===== src/rtl/sme_pkg.sv =====
// ----------------------------------------------------------------------------
// sme_pkg
// Shared types and constants for the stack machine executor: opcodes,
// status codes and the instruction and result payload structs.
// ----------------------------------------------------------------------------
package sme_pkg;

  localparam int unsigned STACK_DEPTH_DEF = 16;
  localparam int unsigned IDX_W           = 4;
  localparam int unsigned IDX_SPAN        = 1 << IDX_W;  // entries reachable by a copy
  localparam int unsigned DEPTH_OUT_W     = 5;

  typedef enum logic [2:0] {
    OP_PUSH = 3'd0,
    OP_ADD  = 3'd1,
    OP_MUL  = 3'd2,
    OP_COPY = 3'd3,
    OP_POP  = 3'd4,
    OP_SWAP = 3'd5
  } op_t;

  typedef enum logic [2:0] {
    ST_OK    = 3'd0,
    ST_UNDER = 3'd1,
    ST_OVER  = 3'd2,
    ST_RANGE = 3'd3,
    ST_FINAL = 3'd4
  } status_t;

  typedef struct packed {
    logic [2:0]         op;
    logic signed [31:0] imm_value;
    logic [IDX_W-1:0]   depth_index;
    logic               last_instr;
  } instr_t;

  typedef struct packed {
    logic [2:0]             status;
    logic signed [31:0]     top_value;
    logic [DEPTH_OUT_W-1:0] stack_depth;
    logic                   done_res;
  } result_t;

endpackage


===== src/rtl/sme_stack.sv =====
// ----------------------------------------------------------------------------
// sme_stack
// Operand stack held as a shift line (entry 0 is the top) plus the ALU.
// Executes one instruction when exec_en is high and presents its result.
// ----------------------------------------------------------------------------
module sme_stack
  import sme_pkg::*;
#(
  parameter int unsigned STACK_DEPTH = STACK_DEPTH_DEF
) (
  input  logic    clk,
  input  logic    rst_n,
  input  logic    exec_en,
  input  instr_t  instr,
  output result_t result
);

  localparam int unsigned CNT_W  = $clog2(STACK_DEPTH + 1);
  localparam int unsigned CMP_W  = (CNT_W > IDX_W) ? CNT_W : IDX_W;
  localparam int unsigned COPY_N = (STACK_DEPTH < IDX_SPAN) ? STACK_DEPTH : IDX_SPAN;

  logic [31:0]      stk_r   [STACK_DEPTH];
  logic [31:0]      stk_nxt [STACK_DEPTH];
  logic [CNT_W-1:0] cnt_r;
  logic [CNT_W-1:0] cnt_nxt;
  logic [CNT_W-1:0] cnt_exec;

  logic [31:0] sum;
  logic [31:0] prod;
  logic [31:0] copy_val;
  logic        is_full;
  logic        lt_two;
  logic        idx_bad;
  status_t     st;

  assign sum     = stk_r[0] + stk_r[1];
  assign prod    = stk_r[0] * stk_r[1];
  assign is_full = (cnt_r >= CNT_W'(STACK_DEPTH));
  assign lt_two  = (cnt_r < CNT_W'(2));
  assign idx_bad = (CMP_W'(instr.depth_index) >= CMP_W'(cnt_r));

  always_comb begin
    copy_val = stk_r[0];
    for (int i = 0; i < COPY_N; i++) begin
      if (instr.depth_index == IDX_W'(i)) copy_val = stk_r[i];
    end
  end

  always_comb begin
    st       = ST_OK;
    cnt_exec = cnt_r;
    for (int i = 0; i < STACK_DEPTH; i++) stk_nxt[i] = stk_r[i];

    unique case (instr.op)
      OP_PUSH, OP_COPY: begin
        if (instr.op == OP_COPY && idx_bad) begin
          st = ST_RANGE;
        end else if (is_full) begin
          st = ST_OVER;
        end else begin
          stk_nxt[0] = (instr.op == OP_PUSH) ? instr.imm_value : copy_val;
          for (int i = 1; i < STACK_DEPTH; i++) stk_nxt[i] = stk_r[i-1];
          cnt_exec = cnt_r + CNT_W'(1);
        end
      end
      OP_ADD, OP_MUL: begin
        if (lt_two) begin
          st = ST_UNDER;
        end else begin
          stk_nxt[0] = (instr.op == OP_ADD) ? sum : prod;
          for (int i = 1; i < STACK_DEPTH - 1; i++) stk_nxt[i] = stk_r[i+1];
          cnt_exec = cnt_r - CNT_W'(1);
        end
      end
      OP_POP: begin
        if (cnt_r == '0) begin
          st = ST_UNDER;
        end else begin
          for (int i = 0; i < STACK_DEPTH - 1; i++) stk_nxt[i] = stk_r[i+1];
          cnt_exec = cnt_r - CNT_W'(1);
        end
      end
      OP_SWAP: begin
        if (lt_two) begin
          st = ST_UNDER;
        end else begin
          stk_nxt[0] = stk_r[1];
          stk_nxt[1] = stk_r[0];
        end
      end
      default: ;  // unused opcodes leave the stack alone
    endcase

    // final instruction: check depth, then empty the stack
    cnt_nxt = cnt_exec;
    if (instr.last_instr) begin
      if (st == ST_OK && cnt_exec != CNT_W'(1)) st = ST_FINAL;
      cnt_nxt = '0;
    end
  end

  always_comb begin
    result.status      = st;
    result.top_value   = (cnt_exec == '0) ? 32'sd0 : stk_nxt[0];
    result.stack_depth = DEPTH_OUT_W'(cnt_exec);
    result.done_res    = instr.last_instr;
  end

  always_ff @(posedge clk) begin
    if (!rst_n) begin
      cnt_r <= '0;
    end else if (exec_en) begin
      cnt_r <= cnt_nxt;
    end
  end

  always_ff @(posedge clk) begin
    if (exec_en) begin
      for (int i = 0; i < STACK_DEPTH; i++) stk_r[i] <= stk_nxt[i];
    end
  end

endmodule


===== src/rtl/stack_machine_executor_core.sv =====
// ----------------------------------------------------------------------------
// stack_machine_executor_core
// Executes one stack-machine instruction per transfer and returns one result.
// ----------------------------------------------------------------------------
// Each instruction executes out of the input register once the output register
// is free or draining; an output stall holds it there. Its result is then
// registered in the output register, and a new instruction is taken every cycle
// while the output does not stall. The stack is a shift line with the top entry
// at a fixed place, so each instruction reads the stack combinationally and
// writes it back as it executes. The adder or the 32x32 multiplier is the longest
// path. The stack needs no clearing after reset; only the entry count is reset.
// ----------------------------------------------------------------------------
module stack_machine_executor_core
  import sme_pkg::*;
#(
  parameter int unsigned STACK_DEPTH = STACK_DEPTH_DEF
) (
  input  logic    clk,
  input  logic    rst_n,
  input  logic    in_valid,
  output logic    in_stall,
  input  instr_t  in_data,
  output logic    out_valid,
  input  logic    out_stall,
  output result_t out_data
);

  logic    in_vld_r;
  logic    in_vld_nxt;
  instr_t  in_q_r;
  logic    out_vld_r;
  logic    out_vld_nxt;
  result_t out_q_r;
  result_t exec_res;
  logic    exec_go;
  logic    exec_en;
  logic    in_load;

  // output register free or draining this cycle
  assign exec_go  = !out_vld_r || !out_stall;
  assign exec_en  = exec_go && in_vld_r;
  assign in_stall = in_vld_r && !exec_go;
  assign in_load  = in_valid && !in_stall;

  assign out_valid = out_vld_r;
  assign out_data  = out_q_r;

  sme_stack #(
    .STACK_DEPTH(STACK_DEPTH)
  ) u_stack (
    .clk    (clk),
    .rst_n  (rst_n),
    .exec_en(exec_en),
    .instr  (in_q_r),
    .result (exec_res)
  );

  always_comb begin
    in_vld_nxt = in_vld_r;
    if (in_load) in_vld_nxt = 1'b1;
    else if (exec_go) in_vld_nxt = 1'b0;
    out_vld_nxt = out_vld_r;
    if (exec_go) out_vld_nxt = in_vld_r;
  end

  always_ff @(posedge clk) begin
    if (!rst_n) begin
      in_vld_r  <= 1'b0;
      out_vld_r <= 1'b0;
    end else begin
      in_vld_r  <= in_vld_nxt;
      out_vld_r <= out_vld_nxt;
    end
  end

  always_ff @(posedge clk) begin
    if (in_load) in_q_r <= in_data;
    if (exec_en) out_q_r <= exec_res;
  end

`ifndef ASSERT_OFF
  a_no_stall_when_empty: assert property (@(posedge clk) disable iff (!rst_n)
    !in_vld_r |-> !in_stall)
    else $error("input stalled with empty input register");

  a_final_only_on_done: assert property (@(posedge clk) disable iff (!rst_n)
    out_valid && out_data.status == ST_FINAL |-> out_data.done_res)
    else $error("final-depth status on a result that does not end a program");

  a_empty_top_zero: assert property (@(posedge clk) disable iff (!rst_n)
    (STACK_DEPTH < 32) && out_valid && out_data.stack_depth == '0
    |-> out_data.top_value == 32'sd0)
    else $error("nonzero top value reported for an empty stack");

  a_result_follows_exec: assert property (@(posedge clk) disable iff (!rst_n)
    exec_en |=> out_valid)
    else $error("executed instruction produced no result");
`endif

endmodule

===== config.mk =====
export PLATFORM = sky130hd
export DESIGN_NAME = stack_machine_executor_core
export DESIGN_NICKNAME = d
export VERILOG_FILES = /design/src/rtl/sme_pkg.sv /design/src/rtl/sme_stack.sv /design/src/rtl/stack_machine_executor_core.sv
export SDC_FILE = /design/constraint.sdc
export NUM_CORES = 2
export LEC_CHECK = 0
export ABC_AREA = 1
export BUFFER_PORTS_ARGS = -buffer_cell sky130_fd_sc_hd__buf_4
export CORE_ASPECT_RATIO = 1.5
export CORE_MARGIN = 8
export CORE_UTILIZATION = 65
export CTS_CLUSTER_SIZE = 40
export DETAILED_ROUTE_END_ITERATION = 6
export GPL_ROUTABILITY_DRIVEN = 0
export GPL_TIMING_DRIVEN = 0
export PLACE_DENSITY = 0.89
export SLEW_MARGIN = 20
export SYNTH_ARGS = -nofsm -noshare
export SYNTH_HDL_FRONTEND = slang
export SYNTH_HIERARCHICAL = 1
export SYNTH_SLANG_ARGS = --single-unit

===== constraint.sdc =====
create_clock -name clk -period 78.5 [get_ports clk]
set_input_delay 15.7 -clock clk [delete_from_list [all_inputs] [get_ports clk]]
set_output_delay 15.7 -clock clk [all_outputs]
set_load 0.005 [all_outputs]

==> impl_metrics.ini, run 1 <==
[run_status]
run_status = aborted with a tool error
lastStage = 5_1_grt
stop_error = [ERROR GRT-0116] Global routing finished with congestion. Check the congestion regions in the DRC Viewer.

[grt]
grt-ovfl-total = 89
gr-usage-all-layers_pct = 52.0
grt_pass1_vias = 51703
grt_max_degree = 41
grt_pass1_wl_mm = 334

[yosys]
synth_seq_area_share_pct = 36.0
synth_fp_nets = 6466
synth_area_leader_cell = edfxtp_1
synth_edf_count = 593
yosys_warnings = 6
syn_inst = 5852
ys.flop_type = edfxtp_1
synthTopCellsByCount = inv_1, nand2_1, edfxtp_1
synth_cell_type_count = 55
synth.ff_latch_count = 600
synth_most_common_cell = inv_1
synth_area_um2 = 49900
synth_area_leaders = edfxtp_1, fa_1, inv_1
synth_area_per_cell_um2 = 8.52
synth-async-reset-ratio_pct = 0
yosysTopAreaCellShare_pct = 35.7

[cts]
htreeDepth = 2
postCtsHoldBufs = 0
cts_buffer_depth = 3
cts-root-buf = clkbuf_16
numCtsBuffers = 51
clock-sinks = 600
ctsResizeCount = 0
cts_setup_buffers = 0

[floorplanning]
io_pins = 87
rows = 124
die_w_um = 242
initial_core_util_pct = 65.5
die_h_um = 355

[place]
port-buffer-count = 86
dp_hpwl_mm = 152
dpl_worst_slack_ns = 46.70
-- kinds of logic after synthesis --
family	after synthesis	synth area share, %
AOI/OAI and AO/OA	1065	14.5
xor gates and xnor gates	83	1.46
adders and majority gates	570	20.5
buffers and inverters	1773	13.5
DFF	600	36.0
muxes	3	0.0602
and+or+nand+nor	1758	14.0
-- stage by stage --
step,std cells,utilization (%),area [um^2],TNS [ns]
after floorplan,5852,-,49900,0
after global placement,6946,68.0,51800,-706.80
after detailed placement,7020,68.7,52300,0
after CTS,7113,70.7,53900,0
-- per-layer routing --
layer	global-route usage, %	GRT overflow
met1	49.4	0
met2	71.9	39
met3	33.7	3
met4	55.0	47
met5	6.44	0
==> inputs of run 2 (changes only) <==
--- a/config.mk
+++ b/config.mk
@@ -7,14 +7,12 @@
 export LEC_CHECK = 0
 export ABC_AREA = 1
 export BUFFER_PORTS_ARGS = -buffer_cell sky130_fd_sc_hd__buf_4
-export CORE_ASPECT_RATIO = 1.5
 export CORE_MARGIN = 8
-export CORE_UTILIZATION = 65
-export CTS_CLUSTER_SIZE = 40
+export CORE_UTILIZATION = 40
 export DETAILED_ROUTE_END_ITERATION = 6
 export GPL_ROUTABILITY_DRIVEN = 0
 export GPL_TIMING_DRIVEN = 0
-export PLACE_DENSITY = 0.89
+export PLACE_DENSITY_LB_ADDON = 0.15
 export SLEW_MARGIN = 20
 export SYNTH_ARGS = -nofsm -noshare
 export SYNTH_HDL_FRONTEND = slang
==> run 2 against run 1 <==
Effect of this change: the flow now finishes, with violations (design-rule violations); synthesized cell count is the same; synthesized area is the same.
==> impl_metrics.ini, run 2 <==
[run_status]
run_status = finished with violations
violations = design-rule violations

[cts]
cts_tree = yes
cts_setup_buffers = 0
clkLatencyLatePin_ns = 0.63
ctsResizeCount = 0
postCtsHoldBufs = 0
htreeDepth = 3
clock-sinks = 600
numCtsBuffers = 66
cts-root-buf = clkbuf_16
cts.reportedPaths.clkPinSlew_ns = 0.07
cts_buffer_depth = 3

[yosys]
synth_fp_nets = 6466
synth_most_common_cell = inv_1
synth_edf_count = 593
synth-async-reset-ratio_pct = 0
synth.ff_latch_count = 600
yosysTopAreaCellShare_pct = 35.7
yosys_warnings = 6
synth_area_um2 = 49900
synth_area_leaders = edfxtp_1, fa_1, inv_1
synth_area_per_cell_um2 = 8.52
synth_cell_type_count = 55
synth_area_leader_cell = edfxtp_1
ys.flop_type = edfxtp_1
synthTopCellsByCount = inv_1, nand2_1, edfxtp_1
syn_inst = 5852
synth_seq_area_share_pct = 36.0

[worst_setup_path]
worstPathRequired_ns = 62.80
cpLargestDelayFamily = buffers and inverters
path_cells = buf_4, nand3_2, inv_1, buf_4
path_max_fanout = 3
cpMaxStageDelayCell = buf_4
arrival_ns = 16.09
path_class = in -> out
cp_slowest_stage_delay_ns = 0.13
crit_buf_inv = 3
cp_common_cell = buf_4
worst_setup_path_start_kind = input port
worstSetupEndpointType = primary output

[sta]
fin_hold_ws_ns = 0.448
fin_skew_ns = 0.0334
rsz0062_at_grt = no
final-max-slew-violation-count = 0
max_freq_mhz = 31.5
period_needed_ns = 31.79
finalSetupViolations = 0
slew_headroom_pct = 12.4
fin_crit_sh_pct = 40.5
tightest_slew_ns = 1.31
hold_viol_final = 0
layout_setup_ws_ns = 46.71

[route]
wl_per_cell_um = 26.7
drtIter0Drc = 5467
post-route-drc-count = 5
first_pass_iters = 7
viasPerCell = 5.73
finalWirelength_mm = 207
ant_nets = 0
vias = 44571

[floorplanning]
rows = 129
core_um2 = 124000
die_area_um2 = 136000
die_h_um = 369
die_w_um = 369
initial_core_util_pct = 40.3
io_pins = 87

[cells_and_area]
final_common_cell = inv_1
final_cell_mix = inv_1, nand2_1, edfxtp_1
drive_gt1_share_pct = 5.78
largest_register_ffs = 512
syn_to_final_growth_pct = 10.7
fin_cells = 7777
final_nets = 6705
fillers = 12462
regMostFlops = u_stack/stk_r

[min_path]
hold_class = reg -> reg

[place]
dpl.cell_count = 7660
dpl_worst_slack_ns = 46.71
port-buffer-count = 86
dp_hpwl_mm = 164

[grt]
grt_max_degree = 25
grt_pass1_wl_mm = 297
grt_pass1_vias = 43967
grt-ovfl-total = 0
antenna_found_initial = 3
gr-usage-all-layers_pct = 29.5

[run]
drv_cap = 0
[run 2: layout make-up]
| class | instances | area [um^2] | share of cell area (%) |
|---|---|---|---|
| sequential | 600 | 17900 | 32.5 |
| inverter | 1397 | 5240 | 9.50 |
| timing repair buffer | 171 | 1240 | 2.25 |
| multi-input combinational | 3479 | 25200 | 45.7 |
| antenna | 3 | 7.51 | 0.0136 |
| buffer | 376 | 1500 | 2.72 |
| clock buffer | 83 | 1780 | 3.22 |
| clock inverter | 31 | 216 | 0.392 |
| tap | 1637 | 2050 | 3.71 |
[run 2: kinds of logic (layout without fill, tap and decap cells)]
group | count (synthesis) | count (layout) | share of synthesized area, %
buf+inv | 1773 | 2058 | 13.5
compound gates | 1065 | 1065 | 14.5
other cells | 0 | 3 | 0
simple gates | 1758 | 1758 | 14.0
flops | 600 | 600 | 36.0
fa+ha+maj | 570 | 570 | 20.5
xor+xnor | 83 | 83 | 1.46
mux | 3 | 3 | 0.0602
[run 2: layer usage]
metal / global-route usage [%] / part of all wire, % / up-vias
met5: 0 / 0.013 / -
met4: 18.6 / 7.6 / 4
met3: 4.91 / 9.1 / 642
met2: 48.7 / 47 / 2537
met1: 35.8 / 37 / 21895
li1: - / - / 19493
[run 2: worst paths after layout]
path / start / endpoint / slack [ns] / depth (start not counted)
max reg2reg: u_stack/stk_r[0][5] / out_data[29] / 68.90 / 28
max: out_stall / in_stall / 46.71 / 4
min: u_stack/stk_r[1][203] / u_stack/stk_r[1][235] / 0.45 / 0
min reg2reg: u_stack/stk_r[1][203] / u_stack/stk_r[1][235] / 0.45 / 0
[run 2: through the flow]
step                utilization, %  instance area, um^2  setup TNS (ns)
floorplan                        -                49900               0
global placement              42.5                52600        -3675.86
detailed placement            43.0                53200               0
CTS                           44.6                55200               0
global route                  44.6                55200               0
finish                        44.7                55200               0
Power of run 2 is not shown: default switching activity piles up to over one toggle a cycle in this logic, so the estimate is an artifact.
